===== config.mk =====
export PLATFORM = sky130hd
export DESIGN_NAME = websocket_frame_receiver_core
export DESIGN_NICKNAME = d
export VERILOG_FILES = /design/src/wsfr_pkg.sv /design/src/wsfr_parser.sv /design/src/wsfr_out_reg.sv /design/src/websocket_frame_receiver_core.sv
export VERILOG_INCLUDE_DIRS = /design/src /design/src/src
export SDC_FILE = /design/constraint.sdc
export NUM_CORES = 1
export LEC_CHECK = 0
export ABC_AREA = 1
export BUFFER_PORTS_ARGS = -buffer_cell sky130_fd_sc_hd__buf_2
export CAP_MARGIN = 25
export CORE_MARGIN = 5
export CORE_UTILIZATION = 60
export DETAILED_ROUTE_END_ITERATION = 8
export MAX_ROUTING_LAYER = met4
export PLACE_DENSITY = 0.82
export SYNTH_ARGS = -nofsm -noshare
export SYNTH_HDL_FRONTEND = slang
export SYNTH_HIERARCHICAL = 1
export SYNTH_SLANG_ARGS = --single-unit

===== constraint.sdc =====
create_clock -name clk -period 5.57 [get_ports clk]
set_input_delay 0.557 -clock clk [delete_from_list [all_inputs] [get_ports clk]]
set_output_delay 0.557 -clock clk [all_outputs]
set_load 0.005 [all_outputs]

===== src/assert_macros.svh =====
// Assertion macros used by the parser RTL.
// In a synthesis build the macros expand to nothing.
`ifndef ASSERT_MACROS_SVH
`define ASSERT_MACROS_SVH

`ifndef SYNTHESIS

`define ASSERT_ALWAYS(lbl, clk, rstn, expr) \
	lbl: assert property (@(posedge clk) disable iff (!rstn) (expr)) \
		else $error("assertion failed");

`define ASSERT_IMPLIES(lbl, clk, rstn, ante, cons) \
	lbl: assert property (@(posedge clk) disable iff (!rstn) (ante) |-> (cons)) \
		else $error("assertion failed");

`define ASSERT_NEXT(lbl, clk, rstn, ante, cons) \
	lbl: assert property (@(posedge clk) disable iff (!rstn) (ante) |=> (cons)) \
		else $error("assertion failed");

`else

`define ASSERT_ALWAYS(lbl, clk, rstn, expr)

`define ASSERT_IMPLIES(lbl, clk, rstn, ante, cons)

`define ASSERT_NEXT(lbl, clk, rstn, ante, cons)

`endif

`endif


===== src/wsfr_pkg.sv =====
`default_nettype none

package wsfr_pkg;

	localparam int unsigned LEN_W = 20;

	localparam logic [LEN_W-1:0] MAX_LEN_RESET = 20'd4090;

	localparam logic [3:0] OP_TEXT   = 4'd1;
	localparam logic [3:0] OP_BINARY = 4'd2;
	localparam logic [3:0] OP_CLOSE  = 4'd8;

	localparam logic [6:0] LEN7_EXT16 = 7'd126;
	localparam logic [6:0] LEN7_EXT64 = 7'd127;

	localparam logic [2:0] EXT_CNT_16 = 3'd1;
	localparam logic [2:0] EXT_CNT_64 = 3'd7;

	typedef enum logic [1:0] {
		EV_PAYLOAD = 2'd0,
		EV_CLOSE   = 2'd1,
		EV_ERROR   = 2'd2
	} event_t;

	typedef enum logic [2:0] {
		ERR_NO_FIN   = 3'd0,
		ERR_RSV      = 3'd1,
		ERR_UNMASKED = 3'd2,
		ERR_TOO_LONG = 3'd3,
		ERR_OPCODE   = 3'd4
	} err_t;

	typedef enum logic [4:0] {
		PH_HDR0 = 5'b00001,
		PH_HDR1 = 5'b00010,
		PH_EXT  = 5'b00100,
		PH_KEY  = 5'b01000,
		PH_DATA = 5'b10000
	} phase_t;

	typedef struct packed {
		logic       valid;
		event_t     ev;
		logic [7:0] payload;
		logic       text;
		logic       last;
		err_t       code;
	} result_t;

endpackage

`default_nettype wire


===== src/wsfr_parser.sv =====
`default_nettype none

`include "assert_macros.svh"

module wsfr_parser import wsfr_pkg::*; (
	input  wire logic             clk,
	input  wire logic             arst_n,
	input  wire logic             step,
	input  wire logic [7:0]       byte_in,
	input  wire logic [LEN_W-1:0] max_len,
	output result_t               res
);

	phase_t           phase_q, phase_d;
	logic [3:0]       opcode_q, opcode_d;
	logic [LEN_W-1:0] len_q, len_d;
	logic             len_hi_q, len_hi_d;
	logic [2:0]       ext_cnt_q, ext_cnt_d;
	logic [31:0]      key_q, key_d;
	logic [LEN_W-1:0] remain_q, remain_d;
	logic [1:0]       midx_q, midx_d;
	logic             halted_q, halted_d;

	logic [LEN_W-1:0] len_shift;
	logic             hi_shift;
	logic [LEN_W-1:0] len7_ext;
	logic [LEN_W-1:0] remain_dec;
	logic [1:0]       midx_inc;
	logic [7:0]       key_byte;

	assign len_shift  = {len_q[LEN_W-9:0], byte_in};
	assign hi_shift   = len_hi_q | (|len_q[LEN_W-1:LEN_W-8]);
	assign len7_ext   = {{(LEN_W-7){1'b0}}, byte_in[6:0]};
	assign remain_dec = remain_q - {{(LEN_W-1){1'b0}}, 1'b1};
	assign midx_inc   = midx_q + 2'd1;

	always_comb begin
		case (midx_q)
			2'd0:    key_byte = key_q[31:24];
			2'd1:    key_byte = key_q[23:16];
			2'd2:    key_byte = key_q[15:8];
			default: key_byte = key_q[7:0];
		endcase
	end

	always_comb begin
		phase_d   = phase_q;
		opcode_d  = opcode_q;
		len_d     = len_q;
		len_hi_d  = len_hi_q;
		ext_cnt_d = ext_cnt_q;
		key_d     = key_q;
		remain_d  = remain_q;
		midx_d    = midx_q;
		halted_d  = halted_q;
		res       = '{valid: 1'b0, ev: EV_PAYLOAD, payload: 8'd0, text: 1'b0,
			last: 1'b0, code: ERR_NO_FIN};
		if (step && !halted_q) begin
			unique case (phase_q)
				PH_HDR1: begin
					len_d    = '0;
					len_hi_d = 1'b0;
					if (!byte_in[7]) begin
						res.valid = 1'b1;
						res.ev    = EV_ERROR;
						res.code  = ERR_UNMASKED;
						halted_d  = 1'b1;
					end else if (byte_in[6:0] == LEN7_EXT16) begin
						ext_cnt_d = EXT_CNT_16;
						phase_d   = PH_EXT;
					end else if (byte_in[6:0] == LEN7_EXT64) begin
						ext_cnt_d = EXT_CNT_64;
						phase_d   = PH_EXT;
					end else if (len7_ext > max_len) begin
						res.valid = 1'b1;
						res.ev    = EV_ERROR;
						res.code  = ERR_TOO_LONG;
						halted_d  = 1'b1;
					end else begin
						len_d   = len7_ext;
						phase_d = PH_KEY;
						midx_d  = 2'd0;
						key_d   = '0;
					end
				end
				PH_EXT: begin
					len_d    = len_shift;
					len_hi_d = hi_shift;
					if (ext_cnt_q == 3'd0) begin
						if (hi_shift || (len_shift > max_len)) begin
							res.valid = 1'b1;
							res.ev    = EV_ERROR;
							res.code  = ERR_TOO_LONG;
							halted_d  = 1'b1;
						end else begin
							phase_d = PH_KEY;
							midx_d  = 2'd0;
							key_d   = '0;
						end
					end else begin
						ext_cnt_d = ext_cnt_q - 3'd1;
					end
				end
				PH_KEY: begin
					key_d  = {key_q[23:0], byte_in};
					midx_d = midx_inc;
					if (midx_inc == 2'd0) begin
						if (len_q == '0) begin
							phase_d = PH_HDR0;
						end else begin
							remain_d = len_q;
							phase_d  = PH_DATA;
						end
					end
				end
				PH_DATA: begin
					midx_d   = midx_inc;
					remain_d = remain_dec;
					if (remain_dec == '0) begin
						phase_d = PH_HDR0;
					end
					if (opcode_q == OP_CLOSE) begin
						if (remain_dec == '0) begin
							res.valid = 1'b1;
							res.ev    = EV_CLOSE;
							halted_d  = 1'b1;
						end
					end else begin
						res.valid   = 1'b1;
						res.ev      = EV_PAYLOAD;
						res.payload = byte_in ^ key_byte;
						res.text    = (opcode_q == OP_TEXT);
						res.last    = (remain_dec == '0);
					end
				end
				default: begin
					// Header byte zero; any unexpected phase code lands here too.
					res.ev = EV_ERROR;
					if (!byte_in[7]) begin
						res.valid = 1'b1;
						res.code  = ERR_NO_FIN;
						halted_d  = 1'b1;
					end else if (byte_in[6:4] != 3'd0) begin
						res.valid = 1'b1;
						res.code  = ERR_RSV;
						halted_d  = 1'b1;
					end else if (byte_in[3:0] != OP_TEXT && byte_in[3:0] != OP_BINARY &&
						byte_in[3:0] != OP_CLOSE) begin
						res.valid = 1'b1;
						res.code  = ERR_OPCODE;
						halted_d  = 1'b1;
					end else begin
						res.ev   = EV_PAYLOAD;
						opcode_d = byte_in[3:0];
						phase_d  = PH_HDR1;
					end
				end
			endcase
		end
	end

	always_ff @(posedge clk or negedge arst_n) begin
		if (!arst_n) begin
			phase_q   <= PH_HDR0;
			opcode_q  <= '0;
			len_q     <= '0;
			len_hi_q  <= 1'b0;
			ext_cnt_q <= '0;
			key_q     <= '0;
			remain_q  <= '0;
			midx_q    <= '0;
			halted_q  <= 1'b0;
		end else begin
			phase_q   <= phase_d;
			opcode_q  <= opcode_d;
			len_q     <= len_d;
			len_hi_q  <= len_hi_d;
			ext_cnt_q <= ext_cnt_d;
			key_q     <= key_d;
			remain_q  <= remain_d;
			midx_q    <= midx_d;
			halted_q  <= halted_d;
		end
	end

	`ASSERT_NEXT(a_halt_sticky, clk, arst_n, halted_q, halted_q)
	`ASSERT_IMPLIES(a_no_result_halted, clk, arst_n, res.valid, step && !halted_q)
	`ASSERT_NEXT(a_error_halts, clk, arst_n, res.valid && res.ev == EV_ERROR, halted_q)
	`ASSERT_IMPLIES(a_payload_in_data, clk, arst_n,
		res.valid && res.ev == EV_PAYLOAD, phase_q == PH_DATA && opcode_q != OP_CLOSE)

endmodule

`default_nettype wire


===== src/wsfr_out_reg.sv =====
`default_nettype none

module wsfr_out_reg import wsfr_pkg::*; (
	input  wire logic       clk,
	input  wire logic       arst_n,
	input  wire result_t    res,
	input  wire logic       out_stall,
	output logic            free,
	output logic            out_valid,
	output logic [1:0]      event_res,
	output logic [7:0]      payload_byte,
	output logic            is_text,
	output logic            last_in_frame,
	output logic [2:0]      error_code
);

	logic    valid_q;
	result_t data_q;

	assign free = !valid_q || !out_stall;

	always_ff @(posedge clk or negedge arst_n) begin
		if (!arst_n) begin
			valid_q <= 1'b0;
		end else if (free) begin
			valid_q <= res.valid;
		end
	end

	always_ff @(posedge clk) begin
		if (free && res.valid) begin
			data_q <= res;
		end
	end

	assign out_valid     = valid_q;
	assign event_res     = data_q.ev;
	assign payload_byte  = data_q.payload;
	assign is_text       = data_q.text;
	assign last_in_frame = data_q.last;
	assign error_code    = data_q.code;

endmodule

`default_nettype wire


===== src/websocket_frame_receiver_core.sv =====
// Channel   Direction  Handshake           Carries
// input     in         in_valid/in_stall   data_byte
// output    out        out_valid/out_stall event_res, payload_byte, is_text,
//                                          last_in_frame, error_code
// config    in         cfg_valid/cfg_ready cfg_data (max_payload_len)
//
// Each byte is captured in the input register and then parsed into the result
// register; a new byte is taken every cycle unless a stalled result holds it.
// The header state, mask key and payload counter update once per byte.
// Reset clears the parser state and sets the length limit to 4090.
// A stalled result holds the result register; the input side then stalls
// once its register is also full.
`default_nettype none

module websocket_frame_receiver_core import wsfr_pkg::*; (
	input  wire logic             clk,
	input  wire logic             arst_n,
	input  wire logic             in_valid,
	output logic                  in_stall,
	input  wire logic [7:0]       data_byte,
	output logic                  out_valid,
	input  wire logic             out_stall,
	output logic [1:0]            event_res,
	output logic [7:0]            payload_byte,
	output logic                  is_text,
	output logic                  last_in_frame,
	output logic [2:0]            error_code,
	input  wire logic             cfg_valid,
	output logic                  cfg_ready,
	input  wire logic [LEN_W-1:0] cfg_data
);

	logic             valid_s1;
	logic [7:0]       byte_s1;
	logic [LEN_W-1:0] max_len_q;
	logic             out_free;
	result_t          res;

	assign cfg_ready = 1'b1;
	assign in_stall  = valid_s1 && !out_free;

	always_ff @(posedge clk or negedge arst_n) begin
		if (!arst_n) begin
			max_len_q <= MAX_LEN_RESET;
		end else if (cfg_valid && cfg_ready) begin
			max_len_q <= cfg_data;
		end
	end

	always_ff @(posedge clk or negedge arst_n) begin
		if (!arst_n) begin
			valid_s1 <= 1'b0;
		end else if (!in_stall) begin
			valid_s1 <= in_valid;
		end
	end

	always_ff @(posedge clk) begin
		if (in_valid && !in_stall) begin
			byte_s1 <= data_byte;
		end
	end

	wsfr_parser u_parser (
		.clk     (clk),
		.arst_n  (arst_n),
		.step    (valid_s1 && out_free),
		.byte_in (byte_s1),
		.max_len (max_len_q),
		.res     (res)
	);

	wsfr_out_reg u_out_reg (
		.clk           (clk),
		.arst_n        (arst_n),
		.res           (res),
		.out_stall     (out_stall),
		.free          (out_free),
		.out_valid     (out_valid),
		.event_res     (event_res),
		.payload_byte  (payload_byte),
		.is_text       (is_text),
		.last_in_frame (last_in_frame),
		.error_code    (error_code)
	);

endmodule

`default_nettype wire

## Word level (Yosys, flattened, before mapping)

Index checks and enable logic that the tools add are counted.

| storage, ports and cells | value |
|---|---|
| logic and storage cells | 183 |
| bits in read-only memories | 0 |
| bits in latches | 0 |
| RAM bits | 0 |
| flip-flop bits (word level) | 133 |
| bits of input ports | 33 |
| output and inout bits | 18 |
| memories kept | 0 |

| operators by class | value |
|---|---|
| add/sub/neg operators | 3 |
| multipliers | 0 |
| bitwise gates (word level) | 8 |
| $lt $le $gt $ge | 2 |
| reductions and logical operators | 37 |
| shift operators | 0 |
| div/mod/pow operators | 0 |
| mux-type cells | 82 |
| eq/ne operators | 33 |

Operator list:

| kind | count |
|---|---|
| 32-bit two-way mux | 6 |
| 20-bit two-way mux | 5 |
| 32-bit case mux with 3 select lines | 1 |
| 20-bit case mux with 2 select lines | 2 |
| 5-bit two-way mux | 12 |
| 3-bit two-way mux | 19 |
| 20-bit zero test | 2 |
| 8-bit case mux with 3 select lines | 1 |
| 2-bit two-way mux | 11 |
| 20-bit greater-than comparator | 1 |
| 7-bit by 20-bit greater-than comparator with 1-bit output | 1 |
| 10-bit two-way mux | 2 |
| 5-bit case mux with 4 select lines | 1 |
| 10-bit AND reduction | 2 |
| 20-bit by 1-bit subtractor with 20-bit output, second input constant | 1 |
| 16-bit two-way mux | 1 |
| 8-bit AND reduction | 2 |
| 7-bit == test, second input constant | 2 |
| 1-bit two-way mux | 14 |
| 2-bit inequality test, second input constant | 7 |
| 3-bit case mux with 4 select lines | 1 |
| 2-bit by 1-bit inequality test with 1-bit output, second input constant | 5 |
| 5-bit inequality test, second input constant | 2 |
| 5-bit AND reduction | 2 |
| 40 further kinds | 62 |

## Depth between registers and ports, before layout

| depth | value |
|---|---|
| word-level depth | 9 |
| mapped depth | 18 |

## Cells and area by module

The synthesis kept the hierarchy.

By module, submodules not included:

| module | cells an instance | sequential area each (µm²) | times used | area an instance (µm²) |
|---|---|---|---|---|
| wsfr_parser | 886 | 2203.4 | 1 | 6064.6 |
| websocket_frame_receiver_core | 103 | 778.2 | 1 | 1092.3 |
| wsfr_out_reg | 20 | 475.5 | 1 | 491.7 |

## Least setup slack after synthesis

OpenSTA, ideal clock, no wires.

| timing | value |
|---|---|
| path kind | reg2reg |
| start | register u_parser.remain_q[0] |
| end | register u_out_reg.data_q (netlist bit u_out_reg/error_code[0]), enable pin |
| period minus slack after synthesis | 3.081 ns |
| arrival time | 2.689 ns |
| path buffers | 0 |
| required time | 5.178 ns |
| library setup time | 0.392 ns |
| slack | 2.489 ns |
| cell stages (with the launch flop) | 14 |
| cell sequence | dfrtp_1 > inv_2 > ha_1 > nand3_1 > nor2_4 > xor2_1 > or2_2 > nor2_1 > nand2_1 > nor2_1 > nand3_1 > nand3_1 > inv_1 > a21oi_1 |

RTL lines:

| element | line | RTL |
|---|---|---|
| start, declared | wsfr_parser.sv:20 | `logic [LEN_W-1:0] remain_q, remain_d;` |
| start signal, assigned | wsfr_parser.sv:180 | `remain_q <= remain_d;` |
| end signal, assigned | wsfr_out_reg.sv:32 | `data_q <= res;` |
| end, declared | wsfr_out_reg.sv:18 | `result_t data_q;` |

==> reports/metrics.cfg <==
[outcome]
outcome = finished clean

[place]
port_buffers = 49
post-place-ws_ns = 2.30
post-dp-hpwl_microns = 13100
place_congestion = 0.939

[global_route]
grt-ovfl-total = 0
grt_max_degree = 72
grt_pass1_vias = 6406
antenna_found_initial = 0
grt_pass1_wl_microns = 31200
gr-usage-all-layers_pct = 27.4

[floorplanning]
core_area_sq_mm = 0.0126
die_h_microns = 123
rows = 41
ios = 51
fp.dieArea_sq_mm = 0.0151
start_util_pct = 60.9
dieWidth_microns = 123

[clock_tree]
postCtsSetupBuffers = 0
hold_buffers = 0
cts_resized = 0
cts_buffer_depth = 2
clk_pin_slew_ns = 0.06
ctsRootBufferMaster = clkbuf_16
cts_tree = yes
cts_buffers = 17
htreeDepth = 4
clkSinkCount = 133
clock_latency_ns = 0.43

[timing]
finalWorstSetupSlack_ns = 2.29
slew_viol_final = 0
worst_clock_skew_ns = 0.00704
tns_ns = 0
hold_viol = 0
fin_crit_sh_pct = 58.9
hold_ws_ns = 0.255
slew-limit-headroom_pct = 32.8
grt_setup_unrepaired = no
setup_viol = 0
fin_crit_ns = 3.28
tightest_slew_ns = 1.01
max_clock_freq_mhz = 305

[synthesis]
synth_area_sq_mm = 0.00765
yosys_warnings = 6
syn-num-nets = 1070
synth_cell_types = 43
synth_edf_count = 23
synthCells = 1009
synth-main-ff-cell = dfrtp_1
synthArstFlopShare_pct = 82.7
synth_area_per_cell_sq_um = 7.58
ys_seq_area_share_pct = 45.2
synth-seq-cells = 133

[run]
max_cap_violations = 0

[pwr]
vdd_drop_max_mv = 0.242
total_power_mw = 2.31
pwr_density_cell_mw_per_mm2 = 269
p_leak_nw = 4.10

[routing]
drt_iter0_markers = 932
wl_microns = 19100
wire_per_inst_microns = 15.5
drc = 0
firstDrtPassIters = 8
via_count = 6861
vias_per_cell = 5.57
antenna_left = 0

[setup_path]
critPathTopFamily = simple AND/OR/NAND/NOR gates
critPathMaxStageDelay_ns = 0.61
arrival_ns = 3.34
cp.required_ns = 5.63
cp_common_cell = nand3_1
crit_fanout = 15
cp-end-kind = flop
path_cells = inv_2, ha_1, nand3_1, nor2_4, xor2_1, or2_2, nor2_1, nand2_1, nor2_1, nand3_1, nand3_1, inv_1, a21oi_2
path_buf_inv = 2
slowest_stage = a21oi_2
crit_type = reg -> reg
worst_setup_path_start_kind = flop

[final_layout]
final_layout_size_suffix_gt1_share_pct = 10.9
fin_nets = 1107
area_delta_synth_final_pct = 12.2
insertedDiodeCount = 0
layout_common_cells = nand2_1 (251), inv_1 (167), nor2_1 (107)
final_common_cell = nand2_1

[worst_hold_path]
hold_class = in -> async

[metal layers]
| metal | GRT usage (%) | share of wire, % |
|---|---|---|
| met1 | 35.6 | 43 |
| met3 | 6.04 | 7.5 |
| met5 | - | 0 |
| met4 | 11.6 | 2.8 |
| met2 | 41.8 | 46 |
[synthesized netlist by cell type (2+ instances only)]
cell        n  area, sq um
nor2_4      2         22.5
o211ai_1   10         75.1
buf_4       4         30.0
clkbuf_1   16         60.1
o22ai_1    20          125
dfrtp_1    99         2480
a22oi_1     4         30.0
a211oi_1    3         22.5
buf_6       3         33.8
nor3_1      5         25.0
nor4_1      4         25.0
a21oi_1    30          150
o21ai_0    73          365
inv_2       3         11.3
inv_1     167          627
nor2_2      4         25.0
dfstp_2    11          289
nand2_2     3         18.8
nand2_1   251          942
xor2_1      8         70.1
buf_2      11         55.1
o21ai_1     8         40.0
o21a_1      6         45.0
edfxtp_1   23          691
ha_1       28          350
nor2_1    107          402
nand4_1    43          269
nand3_1    48          240
[flip-flops by register name, summed over array words and instances (netlist names), 2 cells and up]
signal and flops:
u_out_reg/error_code 3, u_parser/ext_cnt_q 3, u_out_reg/event_res 2, max_len_q 20, byte_s1 8, u_parser/remain_q 20, u_parser/midx_q 2, u_out_reg/payload_byte 8
u_parser/key_q 32, u_parser/opcode_q 4, u_parser/phase_q 5, u_parser/len_q 20
[worst paths after layout]
check / start / to / slack [ns] / cells past startpoint
setup / recovery: u_parser/remain_q[0]$_DFFE_PN0P_ / u_out_reg/last_in_frame$_DFFE_PP_ / 2.29 / 13
hold / removal: arst_n / max_len_q[19]$_DFFE_PN0P_ / 0.26 / 1
setup reg to reg: u_parser/remain_q[0]$_DFFE_PN0P_ / u_out_reg/last_in_frame$_DFFE_PP_ / 2.29 / 13
hold reg to reg: max_len_q[1]$_DFFE_PN1P_ / max_len_q[1]$_DFFE_PN1P_ / 0.47 / 2
max in group asynchronous: arst_n / max_len_q[9]$_DFFE_PN1P_ / 4.28 / 2
min in group clk: data_byte[1] / byte_s1[1]$_DFFE_PP_ / 0.30 / 1
[layout make-up]
| class | instances | area, sq um |
|---|---|---|
| multi-input combinational | 671 | 3370 |
| fill | 1013 | 3990 |
| clock inverter | 12 | 141 |
| timing repair buffer | 53 | 278 |
| inverter | 170 | 638 |
| sequential | 133 | 3460 |
| tap | 172 | 215 |
| clock buffer | 20 | 478 |
[cell families after synthesis]
group,share of synthesized area (%)
fa+ha+maj,4.58
xor+xnor,1.03
flops,45.2
simple gates,26.4
buf+inv,10.7
other cells,0.0490
compound gates,12.0
[power by group]
| part | leakage (nW) | internal, mW | switching [mW] |
|---|---|---|---|
| registers | 1.43 | 1.01 | 0.0176 |
| clock network | 0.299 | 0.715 | 0.445 |
| logic | 2.37 | 0.0411 | 0.0764 |
[per-stage QoR]
| step | instances | area (sq um) | util, % |
|---|---|---|---|
| after floorplan | 1009 | 7650 | - |
| after global placement | 1199 | 7960 | 63.4 |
| after detailed placement | 1199 | 7960 | 63.4 |
| after CTS | 1231 | 8580 | 68.3 |
| after global routing | 1231 | 8580 | 68.3 |
| final | 1231 | 8580 | 68.3 |
Power figures use the tool's default switching activity.
